--- src/sv/waveform_peak_finder_core_assert.svh ---
// Assertion macros shared by the waveform peak finder RTL.
// No dependencies; included by the modules that carry assertions.
`ifndef WAVEFORM_PEAK_FINDER_CORE_ASSERT_SVH
`define WAVEFORM_PEAK_FINDER_CORE_ASSERT_SVH

`ifndef SYNTH
// Same-cycle implication, disabled while reset is asserted.
`define WPF_ASSERT_SAME(label, clk, rst_n, ante, cons) \
    label: assert property (@(posedge clk) disable iff (!rst_n) (ante) |-> (cons)) \
        else $error("assertion failed");
// Next-cycle implication, disabled while reset is asserted.
`define WPF_ASSERT_NEXT(label, clk, rst_n, ante, cons) \
    label: assert property (@(posedge clk) disable iff (!rst_n) (ante) |=> (cons)) \
        else $error("assertion failed");
`else
`define WPF_ASSERT_SAME(label, clk, rst_n, ante, cons)
`define WPF_ASSERT_NEXT(label, clk, rst_n, ante, cons)
`endif

`endif

--- src/sv/wpf_pkg.sv ---
// Types, constants and helpers for the waveform peak finder.
// No dependencies; imported by wpf_step and waveform_peak_finder_core.
`default_nettype none

package wpf_pkg;

    localparam int WAVEFORM_LENGTH = 512;
    localparam int POS_W           = $clog2(WAVEFORM_LENGTH);
    localparam int IDX_W           = 9;
    localparam int SAMPLE_W        = 12;
    localparam int RUN_W           = 5;
    localparam int COUNT_W         = 9;

    localparam logic [RUN_W-1:0]   RUN_RESET = RUN_W'(5);
    localparam logic [RUN_W-1:0]   RUN_MAX   = '1;
    localparam logic [COUNT_W-1:0] COUNT_MAX = '1;
    localparam logic [POS_W-1:0]   LAST_POS  = POS_W'(WAVEFORM_LENGTH - 1);

    typedef logic [POS_W-1:0]    pos_t;
    typedef logic [SAMPLE_W-1:0] smp_t;
    typedef logic [RUN_W-1:0]    run_t;
    typedef logic [COUNT_W-1:0]  cnt_t;

    // per-waveform tracking state
    typedef struct packed {
        smp_t prev_sample;
        pos_t position;
        run_t fall_count;
        pos_t cand_index;
        pos_t best_index;
        smp_t best_value;
        cnt_t peaks_seen;
        pos_t last_peak;
        logic last_peak_valid;
    } wpf_state_t;

    // one result beat, indices at full position width
    typedef struct packed {
        pos_t sample_index;
        logic peak_found;
        pos_t peak_index;
        pos_t max_index;
        smp_t max_value;
        cnt_t peak_count;
        logic waveform_done;
    } wpf_result_t;

    localparam wpf_state_t STATE_CLEAR = '0;

    // low IDX_W bits of a position, zero extended if positions are narrower
    function automatic logic [IDX_W-1:0] to_idx(input pos_t v);
        logic [POS_W+IDX_W-1:0] w;
        w = {{IDX_W{1'b0}}, v};
        return w[IDX_W-1:0];
    endfunction

endpackage

`default_nettype wire

--- src/sv/wpf_step.sv ---
// Single-sample update of the peak finder state, purely combinational.
// Depends on wpf_pkg.
`default_nettype none

module wpf_step
    import wpf_pkg::*;
(
    input  wire wpf_state_t  state,
    input  wire smp_t        sample,
    input  wire run_t        fall_run,
    output wpf_state_t       state_next,
    output wpf_result_t      result
);

    always_comb
    begin
        wpf_state_t s;
        logic       found;
        pos_t       pidx;

        s     = state;
        found = 1'b0;
        pidx  = '0;

        if (state.position == '0)
        begin
            s.best_value = sample;
            s.best_index = '0;
        end
        else
        begin
            if (state.best_value < sample)
            begin
                s.best_value = sample;
                s.best_index = state.position;
            end
            if (sample >= state.prev_sample)
            begin
                s.cand_index = state.position;
                s.fall_count = '0;
            end
            else if (state.fall_count < RUN_MAX)
            begin
                s.fall_count = state.fall_count + RUN_W'(1);
            end
            if (fall_run != '0 && s.fall_count == fall_run)
            begin
                found = 1'b1;
                pidx  = s.cand_index;
                // a re-confirmed index is counted once
                if (!state.last_peak_valid || state.last_peak != pidx)
                begin
                    if (state.peaks_seen < COUNT_MAX)
                        s.peaks_seen = state.peaks_seen + COUNT_W'(1);
                    s.last_peak       = pidx;
                    s.last_peak_valid = 1'b1;
                end
                s.fall_count = '0;
                s.cand_index = state.position - POS_W'(1);
            end
        end
        s.prev_sample = sample;

        result.sample_index  = state.position;
        result.peak_found    = found;
        result.peak_index    = pidx;
        result.max_index     = s.best_index;
        result.max_value     = s.best_value;
        result.peak_count    = s.peaks_seen;
        result.waveform_done = (state.position >= LAST_POS);

        if (result.waveform_done)
            state_next = STATE_CLEAR;
        else
        begin
            state_next          = s;
            state_next.position = state.position + POS_W'(1);
        end
    end

endmodule

`default_nettype wire

--- src/sv/waveform_peak_finder_core.sv ---
// Top level of the streaming waveform peak finder.
// Depends on wpf_pkg, wpf_step and waveform_peak_finder_core_assert.svh.
`default_nettype none

// Streaming peak finder for fixed-length detector waveforms. Feed one ADC
// sample per beat on the sample channel; every sample yields exactly one
// result beat carrying its position in the waveform, a peak flag with the
// peak's index, the first index and value of the largest sample so far,
// the number of distinct peaks so far and a last-sample flag. A peak is
// confirmed once fall_run consecutive samples have fallen below their
// predecessor (fall_run 0 disables detection). Waveform length is
// WAVEFORM_LENGTH samples (package constant); all tracking clears after
// the last one. Throughput is one sample per clock while result_stall is
// low. An accepted sample passes an input register, then the state update
// in wpf_step, which closes its loop through the state register, then the
// result register. fall_run resets to 5 and is written through the cfg
// channel, which is always ready; write it only while no samples are in
// flight.
module waveform_peak_finder_core
    import wpf_pkg::*;
(
    input  wire                    clk,
    input  wire                    rst_n,

    input  wire                    cfg_valid,
    output logic                   cfg_ready,
    input  wire [RUN_W-1:0]        cfg_data,

    input  wire                    sample_valid,
    output logic                   sample_stall,
    input  wire [SAMPLE_W-1:0]     sample,

    output logic                   result_valid,
    input  wire                    result_stall,
    output logic [IDX_W-1:0]       sample_index,
    output logic                   peak_found,
    output logic [IDX_W-1:0]       peak_index,
    output logic [IDX_W-1:0]       max_index,
    output logic [SAMPLE_W-1:0]    max_value,
    output logic [COUNT_W-1:0]     peak_count,
    output logic                   waveform_done
);

    run_t        fall_run_reg;
    smp_t        sample_reg;
    logic        sample_valid_reg;
    wpf_state_t  state_reg;
    wpf_state_t  state_next;
    wpf_result_t result_reg;
    wpf_result_t result_next;
    logic        result_valid_reg;
    logic        advance;

    // config: single register, no backpressure
    assign cfg_ready = 1'b1;

    always_ff @(posedge clk or negedge rst_n)
    begin
        if (!rst_n)
            fall_run_reg <= RUN_RESET;
        else if (cfg_valid && cfg_ready)
            fall_run_reg <= cfg_data;
    end

    // stage 1 moves on whenever the result register is free or draining
    assign advance      = sample_valid_reg && (!result_valid_reg || !result_stall);
    assign sample_stall = sample_valid_reg && !advance;

    always_ff @(posedge clk or negedge rst_n)
    begin
        if (!rst_n)
            sample_valid_reg <= 1'b0;
        else if (!sample_stall)
            sample_valid_reg <= sample_valid;
    end

    always_ff @(posedge clk)
    begin
        if (sample_valid && !sample_stall)
            sample_reg <= sample;
    end

    wpf_step u_step (
        .state      (state_reg),
        .sample     (sample_reg),
        .fall_run   (fall_run_reg),
        .state_next (state_next),
        .result     (result_next)
    );

    // tracking state updates only when a beat moves into the result register
    always_ff @(posedge clk or negedge rst_n)
    begin
        if (!rst_n)
            state_reg <= STATE_CLEAR;
        else if (advance)
            state_reg <= state_next;
    end

    always_ff @(posedge clk or negedge rst_n)
    begin
        if (!rst_n)
            result_valid_reg <= 1'b0;
        else if (advance)
            result_valid_reg <= 1'b1;
        else if (!result_stall)
            result_valid_reg <= 1'b0;
    end

    always_ff @(posedge clk)
    begin
        if (advance)
            result_reg <= result_next;
    end

    assign result_valid  = result_valid_reg;
    assign sample_index  = to_idx(result_reg.sample_index);
    assign peak_found    = result_reg.peak_found;
    assign peak_index    = to_idx(result_reg.peak_index);
    assign max_index     = to_idx(result_reg.max_index);
    assign max_value     = result_reg.max_value;
    assign peak_count    = result_reg.peak_count;
    assign waveform_done = result_reg.waveform_done;

`include "waveform_peak_finder_core_assert.svh"

    // a confirmed peak always lies before the sample that confirms it
    `WPF_ASSERT_SAME(a_peak_before_sample, clk, rst_n, result_valid_reg && result_reg.peak_found, result_reg.peak_index < result_reg.sample_index)
    // the last sample of a waveform rewinds the position
    `WPF_ASSERT_NEXT(a_wrap_clears, clk, rst_n, advance && result_next.waveform_done, state_reg.position == '0)
    // otherwise the position steps by one per processed sample
    `WPF_ASSERT_NEXT(a_pos_step, clk, rst_n, advance && !result_next.waveform_done, state_reg.position == $past(state_reg.position) + POS_W'(1))

endmodule

`default_nettype wire
--- config.mk ---
export PLATFORM = sky130hd
export DESIGN_NAME = waveform_peak_finder_core
export DESIGN_NICKNAME = d
export VERILOG_FILES = /design/src/sv/wpf_pkg.sv /design/src/sv/wpf_step.sv /design/src/sv/waveform_peak_finder_core.sv
export VERILOG_INCLUDE_DIRS = /design/src /design/src/sv
export SDC_FILE = /design/constraint.sdc
export NUM_CORES = 1
export LEC_CHECK = 0
export BUFFER_PORTS_ARGS = -buffer_cell sky130_fd_sc_hd__buf_4
export CORE_MARGIN = 2
export CORE_UTILIZATION = 60
export CTS_CLUSTER_DIAMETER = 200
export CTS_CLUSTER_SIZE = 24
export DETAILED_ROUTE_END_ITERATION = 6
export GPL_TIMING_DRIVEN = 0
export HOLD_SLACK_MARGIN = 0.05
export PLACE_DENSITY = 0.8
export SYNTH_ARGS = -nofsm -noshare
export SYNTH_HDL_FRONTEND = slang
export SYNTH_HIERARCHICAL = 1
export SYNTH_SLANG_ARGS = --single-unit
--- constraint.sdc ---
create_clock -name clk -period 3.92 [get_ports clk]
set_clock_uncertainty 0.05 [all_clocks]
set_input_delay 0.784 -clock clk [delete_from_list [all_inputs] [get_ports clk]]
set_output_delay 0.784 -clock clk [all_outputs]
set_load 0.02 [all_outputs]
-- Word level (Yosys, flattened, before mapping)
Index checks and enable logic that the tools add are counted.
- logic and storage cells: 69
- flip-flop bits (word level): 144
- output and inout bits: 53
- muxes and demuxes: 17
- order comparisons: 5
- reduce and logical (&&, ||, !) cells: 18
- equality and inequality tests: 4
- bitwise gates (word level): 1
- $add $sub $neg: 4
- operators with widths (kind ; count):
    2-to-1 mux 75 bit ; 1
    2-to-1 mux 19 bit ; 3
    2-to-1 mux 21 bit ; 2
    2-to-1 mux 14 bit ; 2
    2-to-1 mux 9 bit ; 3
    adder 9 x 1 -> 9 bit (second input constant) ; 2
    2-to-1 mux 5 bit ; 3
    >= comparator 12 bit ; 1
    less-than comparator 12 bit ; 1
    >= comparator 9 bit (second input constant) ; 1
    logical NOT 9 bit ; 1
    less-than comparator 9 bit (second input constant) ; 1
    inequality test 9 bit ; 1
    subtractor 9 x 1 -> 9 bit (second input constant) ; 1
    adder 5 x 1 -> 5 bit (second input constant) ; 1
    == test 5 bit ; 1
    logical NOT 1 bit ; 5
    less-than comparator 5 bit (second input constant) ; 1
    nonzero test 5 bit ; 1
    logical AND 1 bit ; 4
    AND reduction 4 bit ; 1
    nonzero test 2 bit ; 2
    2-to-1 mux 1 bit ; 3
    logical OR 1 bit ; 2
    other kinds (5) ; 5

-- Longest topological paths before layout
Gate-level depths: netlist (run 1).
- depth after elaboration: 9
- depth in mapped cells: 16
- depth with buffers taken out: 13

-- Modules after synthesis
Netlist (run 1), hierarchy kept.
- modules (own cells, without submodules) (module ; cells an instance ; seq. area each (um^2) ; area each (um^2) ; instances):
    waveform_peak_finder_core ; 240 ; 3916.3 ; 5136.2 ; 1
    wpf_step ; 466 ; 0.0 ; 2991.6 ; 1

-- Worst setup path after synthesis (run 1)
Ideal clock, no wire load.
- path type: register -> register
- start: register state_reg[49] (netlist name)
- end: register state_reg[10] (netlist name)
- library setup time: 0.125 ns
- period minus slack after synthesis: 3.495 ns
- stages on the path, launching flop included: 14
- data required time: 3.745 ns
- buffers on the path: 1
- arrival time: 3.321 ns
- path slack: 0.425 ns
- cells stage by stage: dfrtp_1 > ha_1 > or4b_1 > o311ai_0 > a41oi_1 > or4_1 > a221oi_2 > nand3_2 > clkinv_2 > o31a_1 > buf_6 > mux2_4 > and2_1 > mux2_2
- RTL lines (what ; line ; text):
    start: declaration ; waveform_peak_finder_core.sv:47 ; wpf_state_t state_reg;
    start signal: assignment ; waveform_peak_finder_core.sv:97 ; state_reg <= state_next;

==> results of run 1 <==
## worst max-delay path, stage by stage, from the launching register on
cell,delay (ns)
dfrtp_1,0.51
inv_1,0.15
ha_1,0.21
or3b_1,0.42
or3_1,0.38
or3_1,0.36
nand2b_1,0.16
buf_2,0.19
nand3_2,0.13
clkinv_2,0.13
o31a_1,0.14
buf_6,0.15
mux2_4,0.31
and2_1,0.14
mux2_2,0.26
## cell usage in the layout, fill, tap and decap left out, types with 3 or more instances in the layout
master      n
mux2_4     41
and3_1      6
nor3_1      7
mux2i_1    16
a211oi_1   13
o22ai_1     3
clkbuf_1   16
a21o_1      6
or2_2       5
nand2_1    60
clkbuf_16  17
buf_2       4
xnor2_1    18
o21ai_0    14
inv_1      36
nand4_1     8
nor2_1     66
clkinv_2    6
edfxtp_1   62
mux2_2     54
and2_1     20
nand3b_1    3
dfrtp_1    78
a41oi_1     3
nand3_1    11
or3_1       3
ha_1       27
a31oi_1     5
xor2_1      6
buf_4      90
o211ai_1    3
o21a_1      3
buf_12      4
a21oi_1    26
nand3_2     3
nand2b_1    9
## cell usage after synthesis, drive strengths merged (3+ instances only)
cell     instances  area (sq um)
nand3b           3         22.52
o21a             3         22.52
a211oi          13         97.59
or3              3         18.77
and3             6         37.54
o21ai           14         70.07
inv             37         138.9
nand2b          10         70.06
nor3             8         45.04
a31oi            5         31.28
dfrtp           80          2002
and2            20         125.1
a41oi            3         26.28
ha              28         350.3
xnor2           18         157.7
mux2            95          1224
clkbuf          14         52.55
mux2i           16         160.2
xor2             6         52.55
o211ai           3         22.52
a21o             6         45.04
nand4            9         71.32
edfxtp          62          1862
a21oi           28         140.1
nor2            67         251.5
a2111oi          3         45.05
nand3           15         102.6
nand2           60         225.2
or2              5         31.28
buf             28         257.8
o22ai            3         18.77
## stage by stage
stage	cells	hold slack [ns]	utilization (%)	cell area, sq um	setup TNS [ns]
after global placement	955	0.4108	67.18	8896	-0.003208
after global routing	988	0.4600	71.70	9495	-0.01972
after detailed placement	955	0.4286	67.18	8896	-0.4629
after floorplan	706	0.4006	-	8128	0
final	988	0.4341	71.70	9495	0
after CTS	986	0.4349	71.26	9437	0
## final timing paths
path / end / slack (ns) / depth (start not counted)
max in group asynchronous: state_reg[49]$_DFFE_PN0P_ / 2.54 / 1
worst min register to register: result_valid$_DFFE_PN0P_ / 0.43 / 1
worst max register to register: state_reg[10]$_DFFE_PN0P_ / 0.11 / 14
worst min-delay path: result_valid$_DFFE_PN0P_ / 0.43 / 1
min in group asynchronous: state_reg[24]$_DFFE_PN0P_ / 0.51 / 1
worst max-delay path: state_reg[10]$_DFFE_PN0P_ / 0.11 / 14
## layout make-up
class	instances	area, sq um
repair buffers	75	563.0
inverters	38	143.9
well taps	176	220.2
flip-flops and latches	144	3919
plain buffers	41	306.5
fillers	914	3747
clock buffers	21	450.4
multi-input cells	482	3801
clock inverters	11	91.34
## kinds of logic after synthesis
group	after synthesis
other cells	1
compound gates	102
flops	144
fa+ha+maj	28
buf+inv	80
xor+xnor	24
simple gates	216
mux	111
## report_power, final
part | total (W) | switching, W | internal [W]
sequential | 0.00236 | 0.000360 | 0.00200
combinational | 0.00239 | 0.00119 | 0.00120
clock | 0.00149 | 0.000605 | 0.000881
## what timing repair did
action / CTS / global route
setup endpoints to repair: 5 / 19
setup buffers: 0 / 2
endpoints found under the hold margin: 0 / 0
resized for setup: 1 / 9
pin swaps: 0 / 5
hold buffers: 0 / 0
## metal layers
layer  vias up  share of wire [%]
met1      2885                 43
met5         -                  0
met4         0                3.3
met2       262                 47
li1       2705                  -
met3        48                6.7
==> results.md, run 1 <==
- Met3 Use GR: approximately 4.8%
- Dpl hpwl: between 10,000 and 15,000 microns
- Post-Synth XOR/XNOR Area: under 10%
- Fin crit share: between 90 and 100%
- First-pass GRT wire length: roughly 29,000 microns
- Gr busiest metal: met2
- Post-Syn Instances: approximately 710
- # rows: 42
- Met2 global-route usage: between 40% and 50%
- CORE AREA: 13,240 sq um
- Hold Crit Start: sample_valid_reg$_DFFE_PN0N_
- Count of final hold-check violations: 0
- Root Buffer: clkbuf_16
- Synthesized Nets: approximately 760
- Pleak: 4.275 nW
- Simple-Gate Fraction of Synth Area: a little over an eighth
- DR iter-0 viols: 536
- Worst slew pin tran: roughly 1.1 ns
- Final wirelength: approximately 18,000 microns
- Hold crit path type: reg2reg
- Inserted Clock Buffers: 17
- H-tree levels: 4
- Die height: 120.4 microns
- Gp weighted congestion: around 0.93
- Worst-skew pair later-pin latency: roughly 0.43 ns
- Die area: ~14,000 sq um
- Ys Warns: 6
- Worst VDD drop: around 0.32 mV
- Final Slew Violations: 0
- Synth Area in Compound Gates: ~8.9%
- Status: completed
- Worst-path maximum fanout: 10
- Final net count: about 850
- # setup viols final: 0
- Share of layout cells above drive strength 1: 31.03%
- Worst-path clk slew: ~0.060 ns
- Critical path endpoint category: register
- Flops & latches, synth: 144
- Total power: a little over 0.006 W
- Vias per cell: approximately 6
- Adder-cell share of the synthesized area: 4.310%
- Most used DFF post-synth: dfrtp_1
- Max Freq: between 200 and 300 MHz
- Final ANT Viol Nets: 0
- DRC: 0
- DR pass1 iterations: 5
- Post-synth ARST share: 56.94%
- Via count: roughly 5,900
- Antenna violations before repair: 0
- Maxcap violations: 0
- Largest register FFs: 75
- RR Startpoint: state_reg[55]$_DFFE_PN0P_
- Main combinational cell family by area after synthesis: multiplexers
- Mux cell area share after synthesis: ~17%
- Cell area after synthesis: 8128 sq um
- Avg Cell Area, Syn: around 12 sq um
- CTS sink cnt: roughly 140
- Vias in the first global route: slightly below 6,000
- Final Worst Setup Slack: 0.1101 ns
- Sequential share of the synthesized area: 48.18%
- Slew HR: a little over a quarter
- Largest net degree at the start of global routing: 83
- Initial Util: 61.38%
- Pwr Density: between 600 and 700 nW/um^2
- GRT overflow: 0
- Count of flip-flops with a built-in enable after synthesis: a little over 60
- WL/cell: roughly 18 microns
- Post-synthesis cell type count: 73
- Total GRT Usage: roughly a quarter
- M1 GR Usage: 34.55%
- CTS tree: built
- CP startpoint: state_reg[55]$_DFFE_PN0P_
- Req. time, crit path: 4.18 ns
- Fin crit period: 3.810 ns
- CP Class: reg2reg
- Nature of the critical path startpoint: register
- Number of diodes: 0
- Clk buf depth: 2
- Die width: approximately 120 microns
- Pre-CTS WS: -0.1284 ns
- PortBufs: between 70 and 80
- Syn-to-layout area delta: 16.83%
- Critical Path AT: approximately 4.1 ns
- # IOs: 75
(Power assumes the default switching activity.)
==> run 2: changes to the inputs <==
--- a/config.mk
+++ b/config.mk
@@ -7,14 +7,16 @@
 export NUM_CORES = 1
 export LEC_CHECK = 0
 export BUFFER_PORTS_ARGS = -buffer_cell sky130_fd_sc_hd__buf_4
+export CELL_PAD_IN_SITES_DETAIL_PLACEMENT = 1
+export CELL_PAD_IN_SITES_GLOBAL_PLACEMENT = 2
 export CORE_MARGIN = 2
-export CORE_UTILIZATION = 60
+export CORE_UTILIZATION = 40
 export CTS_CLUSTER_DIAMETER = 200
 export CTS_CLUSTER_SIZE = 24
 export DETAILED_ROUTE_END_ITERATION = 6
 export GPL_TIMING_DRIVEN = 0
 export HOLD_SLACK_MARGIN = 0.05
-export PLACE_DENSITY = 0.8
+export PLACE_DENSITY_LB_ADDON = 0.1
 export SYNTH_ARGS = -nofsm -noshare
 export SYNTH_HDL_FRONTEND = slang
 export SYNTH_HIERARCHICAL = 1
==> run 2 against run 1 <==
  * Register-to-register slack barely moved
  * Wire length rose by 18%
  * Critical path type unchanged
  * Via count fell by 2.0%
  * Final cell count rose by 10%
  * Sequential share of layout area fell by 1.0 points
  * Non-clock buffer count rose by 9
  * Sequential cell count did not move
==> results.md, run 2 (same netlist as run 1, synthesis figures left out) <==
- DRC: 0 (unchanged)
- Pwr Density: 667.9 nW/um^2 (+1.7%)
- Final Slew Violations: 0 (unchanged)
- CP startpoint: sample_reg[11]$_DFFE_PP_
- Non-Filler Instances: 1,091 (+10%)
- H-tree levels: 4 (unchanged)
- CP top delay family: compound AO/OA/AOI/OAI gates
- Initial Util: 40.43% (-21 points)
- Vias in the first global route: 6,292 (+5.9%)
- Count of final hold-check violations: 0 (unchanged)
- Leading cell type in the layout, fill and taps excluded: buf_4
- Pleak: 4.344 nW (+1.6%)
- Worst-path clk slew: 0.06 ns (about the same)
- Req. time, crit path: 4.18 ns (about the same)
- Nature of the critical path startpoint: register
- Placed Cells: 1,049 (+9.8%)
- Status: completed
- Fin crit share: 97.09% (-0.10 points)
- Critical Path AT: 4.07 ns (about the same)
- Max Freq: 262.8 MHz (+0.11%)
- Final net count: 858 (+1.1%)
- CTS sink cnt: 144 (unchanged)
- Via count: 5,784 (-2.0%)
- M1 GR Usage: 27.85% (-6.7 points)
- Pre-CTS WS: -0.2839 ns (-0.1555 ns)
- CP max stage cell: edfxtp_1
- Largest register FFs: 75 (unchanged)
- RR Startpoint: sample_reg[11]$_DFFE_PP_
- Final wirelength: 21,220 microns (+18%)
- PortBufs: 73 (unchanged)
- Die height: 146.5 microns (+22%)
- Worst slew pin tran: 1.151 ns (+0.06249 ns)
- DR pass1 iterations: 5 (unchanged)
- Gr busiest metal: met2
- Hold_buf cts: 0 (unchanged)
- Dpl hpwl: 14,560 microns (+21%)
- Setup_tns: 0 ns (unchanged)
- Maxcap violations: 0 (unchanged)
- WL/cell: 19.45 microns (+7.0%)
- RSZ-0062 raised after global routing: true
- CTS tree: built
- Vias per cell: 5.302 (-11%)
- Buf+Inv Stages, Crit Path: 2 (-2)
- # rows: 52 (+24%)
- Gp weighted congestion: 0.7881 (-16%)
- Antenna violations before repair: 0 (unchanged)
- Worst-skew pair later-pin latency: 0.43 ns (about the same)
- DR iter-0 viols: 267 (-50%)
- Hold Crit Start: state_reg[74]$_DFFE_PN0P_
- CORE AREA: 20,100 sq um (+52%)
- Hold crit path type: reg2reg
- Root Buffer: clkbuf_16
- Final Worst Setup Slack: 0.1143 ns (+0.004107 ns)
- # setup viols final: 0 (unchanged)
- # IOs: 75 (unchanged)
- Fin crit period: 3.806 ns (-0.004107 ns)
- CP Class: reg2reg
- Met3 Use GR: 2.969% (-1.8 points)
- First-pass GRT wire length: 34,760 microns (+19%)
- GRT overflow: 0 (unchanged)
- Slew HR: 23.24% (-4.2 points)
- Syn-to-layout area delta: 19.83%
- Critical path endpoint category: register
- Most frequent CP cell: and2_1
- Die area: 21,480 sq um (+48%)
- Die width: 146.5 microns (+22%)
- Largest net degree at the start of global routing: 83 (unchanged)
- Number of diodes: 0 (unchanged)
- Final ANT Viol Nets: 0 (unchanged)
- CP peak stage delay: 0.42 ns (-0.09 ns)
- Critical Path, Cell by Cell: ha_1 -> and2_1 -> a221o_1 -> or3_1 -> buf_2 -> a2111oi_1 -> nor2_1 -> o31a_1 -> buf_6 -> mux2_4 -> and2_1 -> mux2_2
- Clk buf depth: 2 (unchanged)
- Met2 global-route usage: 35.73% (-5.1 points)
- Util after Layout: 48.44% (-23 points)
- Inserted Clock Buffers: 17 (unchanged)
- Worst VDD drop: 0.3445 mV (+7.5%)
- Hold slack: 0.4606 ns (+0.02652 ns)
- Share of layout cells above drive strength 1: 32.28% (+1.2 points)
- Total GRT Usage: 20.70% (-5.3 points)
- Most frequent cells in the layout: 99 x buf_4, 77 x dfrtp_1, 65 x nor2_1
- Worst-path maximum fanout: 9 (-1)
[run 2: what timing repair did]
action | 4_1_cts | 5_1_grt
endpoints found under the hold margin | 0 | 0
setup endpoints to repair | 27 | 38
resized for setup | 3 | 12
pin swaps | 2 | 6
buffers inserted | 2 | 9
[run 2: where the power goes]
part | switching (W) | leakage (nW) | internal (W)
registers | 0.000351 | 1.62 | 0.00200
clock network | 0.000666 | 0.285 | 0.00100
logic | 0.00125 | 2.43 | 0.00123
[run 2: worst paths after layout]
| path | cells past startpoint | slack, ns | end |
|---|---|---|---|
| setup / recovery | 12 | 0.11 | state_reg[10]$_DFFE_PN0P_ |
| hold reg to reg | 1 | 0.46 | state_reg[74]$_DFFE_PN0P_ |
| hold / removal | 1 | 0.46 | state_reg[74]$_DFFE_PN0P_ |
| max in group asynchronous | 1 | 2.52 | state_reg[49]$_DFFE_PN0P_ |
| min in group asynchronous | 1 | 0.51 | state_reg[35]$_DFFE_PN0P_ |
| setup reg to reg | 12 | 0.11 | state_reg[10]$_DFFE_PN0P_ |
[run 2: final cells by class]
cell class / count / area [sq um]
fill: 2117 / 10360
sequential: 144 / 3920
multi-input combinational: 482 / 3802
timing repair buffer: 84 / 630.6
clock buffer: 19 / 432.9
tap: 270 / 337.8
buffer: 41 / 307.8
clock inverter: 13 / 162.7
inverter: 38 / 145.1
[run 2: through the flow]
step,power [W],instance area [sq um]
after global routing,0.006916,9739
final,0.006505,9739
after floorplan,0.004047,8128
after global placement,0.004673,9014
after detailed placement,0.004773,9014
after CTS,0.006500,9630
[run 2: per-layer routing]
metal / wire length, microns / vias up / part of all wire [%]
met1: 9818 / 2951 / 46
li1: - / 2717 / -
met4: 206 / 0 / 0.97
met2: 10560 / 101 / 50
met3: 636 / 15 / 3.0
met5: 0 / - / 0
[run 2: worst reg2reg max path: cells and delay by family, from the launching register on]
family | cells | cell delay [ns]
AND/OR/NAND/NOR | 4 | 0.84
AO/OA/AOI/OAI | 3 | 1.12
adder cells (fa/ha/maj) | 1 | 0.35
buffers and inverters | 2 | 0.37
multiplexers | 2 | 0.57
flip-flops | 1 | 0.42
==> run 3: changes to the inputs <==
--- a/config.mk
+++ b/config.mk
@@ -6,11 +6,12 @@
 export SDC_FILE = /design/constraint.sdc
 export NUM_CORES = 1
 export LEC_CHECK = 0
+export ABC_AREA = 1
 export BUFFER_PORTS_ARGS = -buffer_cell sky130_fd_sc_hd__buf_4
 export CELL_PAD_IN_SITES_DETAIL_PLACEMENT = 1
 export CELL_PAD_IN_SITES_GLOBAL_PLACEMENT = 2
 export CORE_MARGIN = 2
-export CORE_UTILIZATION = 40
+export CORE_UTILIZATION = 36
 export CTS_CLUSTER_DIAMETER = 200
 export CTS_CLUSTER_SIZE = 24
 export DETAILED_ROUTE_END_ITERATION = 6
==> run 3 against run 2 <==
  * Final cell count up 29%
  * Synthesized cell count up 45%
  * Total power up 6.2%
  * Wire length up 18%
  * Combinational power up 9.7%
  * Sequential cell count unchanged
  * Critical endpoint is now state_reg[21]$_DFFE_PN0P_
  * Highest routed layer unchanged
==> results.md, run 3 <==
- H-tree levels: 4 (unchanged)
- Post-synthesis cell type count: 41 (-44%)
- # setup viols final: 0 (unchanged)
- GRT overflow: 0 (unchanged)
- Die area: 24,450 sq um (+14%)
- Share of the synthesized area in the top cell type: 23.95% (-0.68 points)
- Post-synth ARST share: 56.94% (unchanged)
- Inserted Clock Buffers: 17 (unchanged)
- Most numerous cell in the Yosys netlist: nand2_1
- CTS tree: built
- Final instance area: 9932 sq um (+2.0%)
- P_int: 0.004154 W (-1.9%)
- Total GRT Usage: 21.44% (+0.74 points)
- Fin crit period: 3.198 ns (-0.6081 ns)
- Fin crit share: 81.57% (-16 points)
- Setup Buffers After CTS: 0 (-2)
- Clk buf depth: 2 (unchanged)
- DR pass1 iterations: 4 (-1)
- # IOs: 75 (unchanged)
- Initial Util: 36.81% (-3.6 points)
- Worst-skew pair later-pin latency: 0.44 ns (about the same)
- Gp weighted congestion: 0.8343 (+5.9%)
- Hold_buf cts: 0 (unchanged)
- Most frequent cells in the layout: 282 x nand2_1, 117 x inv_1, 106 x nand3_1
- Die width: 156.4 microns (+6.7%)
- Largest register FFs: 75 (unchanged)
- Nature of the critical path startpoint: register
- PortBufs: 72 (-1.4%)
- Final wirelength: 24,940 microns (+18%)
- Syn-to-layout area delta: 18.81%
- Hold crit path type: reg2reg
- Req. time, crit path: 4.19 ns (about the same)
- Post-Syn Instances: 1,022 (+45%)
- DRC: 0 (unchanged)
- Setup_tns: 0 ns (unchanged)
- Slew HR: 18.98% (-4.3 points)
- First-pass GRT wire length: 39,850 microns (+15%)
- Antenna violations before repair: 0 (unchanged)
- Critical Path AT: 3.47 ns (-0.60 ns)
- Most instantiated cells after synthesis: 282 x nand2_1, 118 x inv_1, 106 x nand3_1
- Critical path endpoint category: register
- Register share of total power: 33.7% (-2.4 points)
- Final net count: 1,164 (+36%)
- Max Freq: 312.7 MHz (+19%)
- CORE AREA: 22,710 sq um (+13%)
- Combinational share of power: 39.3% (+1.1 points)
- Final Slew Violations: 0 (unchanged)
- Part of the power in the clock network: 27.0% (+1.3 points)
- Dpl hpwl: 17,830 microns (+22%)
- Maxcap violations: 0 (unchanged)
- Worst-path clk slew: 0.07 ns (about the same)
- Flops & latches, synth: 144 (unchanged)
- Worst VDD drop: 0.2742 mV (-20%)
- Via count: 7,032 (+22%)
- # rows: 55 (+5.8%)
- Sequential share of the synthesized area: 46.85% (-1.3 points)
- Leading cell type in the layout, fill and taps excluded: nand2_1
- DR iter-0 viols: 360 (+35%)
- Count of flip-flops with a built-in enable after synthesis: 62 (unchanged)
- Cts repair resizes: 0 (-3)
- WL/cell: 17.66 microns (-9.2%)
- Worst slew pin tran: 1.215 ns (+0.06395 ns)
- Worst-path maximum fanout: 10 (+1)
- Avg Cell Area, Syn: 8.179 sq um (-29%)
- Most used DFF post-synth: dfrtp_1
- Dominant cell type by area after synthesis: dfrtp_1
- Vias in the first global route: 7,000 (+11%)
- Share of layout cells above drive strength 1: 19.79% (-12 points)
- Final ANT Viol Nets: 0 (unchanged)
- Number of diodes: 0 (unchanged)
- Vias per cell: 4.980 (-6.1%)
- CTS sink cnt: 144 (unchanged)
- Cell area after synthesis: 8359 sq um (+2.8%)
- Die height: 156.4 microns (+6.7%)
- Synthesized Nets: 1,072 (+42%)
- Status: completed
- Pleak: 4.969 nW (+14%)
- Root Buffer: clkbuf_16
- Ys Warns: 6 (unchanged)
- Pwr Density: 695.7 nW/um^2 (+4.2%)
- Count of final hold-check violations: 0 (unchanged)
- Top cells by area, synth: dfrtp_1 24%, edfxtp_1 22%, nand2_1 13%, nand3_1 6.3%, inv_1 5.3%
- Switch Pwr: 0.002755 W (+21%)
- Largest net degree at the start of global routing: 83 (unchanged)
- CP Class: reg2reg
- RSZ-0062 raised after global routing: false
- Switching share of total power: 39.88% (+5.0 points)
- Placed cell areas: 9276 sq um (+2.9%)
[run 3: critical path, stage by stage (launching register included)]
cell and delay (ns):
dfrtp_1 0.62, ha_1 0.28, nand2_1 0.07, nor2_1 0.14, inv_1 0.05, nor2_1 0.18
nand3_1 0.13, nor2_1 0.15, ha_1 0.20, inv_1 0.05, o21ai_1 0.24, clkbuf_1 0.61
nor2_1 0.15, nand3_1 0.12, nand2_1 0.05
[run 3: layout make-up]
class	instances	area (sq um)
plain buffers	64	425.4
multi-input cells	690	3546
fillers	2759	12780
well taps	285	356.6
clock buffers	18	429.2
inverters	124	471.7
repair buffers	73	560.5
flip-flops and latches	144	3916
clock inverters	14	226.5
[run 3: path summary, 6_finish.rpt]
kind	from	end	slack, ns	cells after the start
max in group asynchronous	rst_n	state_reg[15]$_DFFE_PN0P_	2.49	1
min in group asynchronous	rst_n	state_reg[67]$_DFFE_PN0P_	0.50	1
hold reg to reg	state_reg[69]$_DFFE_PN0P_	state_reg[69]$_DFFE_PN0P_	0.43	2
setup / recovery	state_reg[54]$_DFFE_PN0P_	state_reg[21]$_DFFE_PN0P_	0.72	14
setup reg to reg	state_reg[54]$_DFFE_PN0P_	state_reg[21]$_DFFE_PN0P_	0.72	14
hold / removal	state_reg[69]$_DFFE_PN0P_	state_reg[69]$_DFFE_PN0P_	0.43	2
[run 3: per-layer routing]
metal	vias up	share of wire, %	wire length [microns]	global-route usage (%)
li1	3489	-	-	-
met1	3409	51	12660	31.31
met2	114	45	11330	33.90
met3	20	2.8	696	2.548
met4	0	1.0	254	5.286
met5	-	0	0	0
[run 3: cells by family (layout without fill, tap and decap cells)]
| logic type | Yosys count | count (layout) | synth area share [%] |
|---|---|---|---|
| xor+xnor | 7 | 7 | 0.7334 |
| simple gates | 554 | 554 | 30.47 |
| flops | 144 | 144 | 46.85 |
| buf+inv | 188 | 293 | 10.73 |
| fa+ha+maj | 28 | 28 | 4.191 |
| other cells | 1 | 1 | 0.04486 |
| compound gates | 100 | 100 | 6.975 |
[run 3: power by group through the flow]
stage	sequential, W	clock (W)	combinational [W]
final	0.00233	0.00186	0.00272
after global routing	0.00238	0.00195	0.00307
after CTS	0.00233	0.00190	0.00274
after detailed placement	0.00236	0	0.00272
after global placement	0.00235	0	0.00267
after floorplan	0.00241	0	0.00181
[run 3: stage by stage]
step / worst slack (ns) / hold WS, ns / util [%] / total power [W] / std cells
global route: 0.5035 / 0.4499 / 43.74 / 0.007407 / 1412
global placement: 0.4571 / 0.4042 / 40.76 / 0.005024 / 1379
floorplan: 1.265 / 0.3919 / - / 0.004221 / 1022
finish: 0.7223 / 0.4269 / 43.74 / 0.006909 / 1412
detailed placement: 0.8339 / 0.4089 / 40.85 / 0.005075 / 1380
CTS: 0.7530 / 0.4251 / 43.74 / 0.006974 / 1412
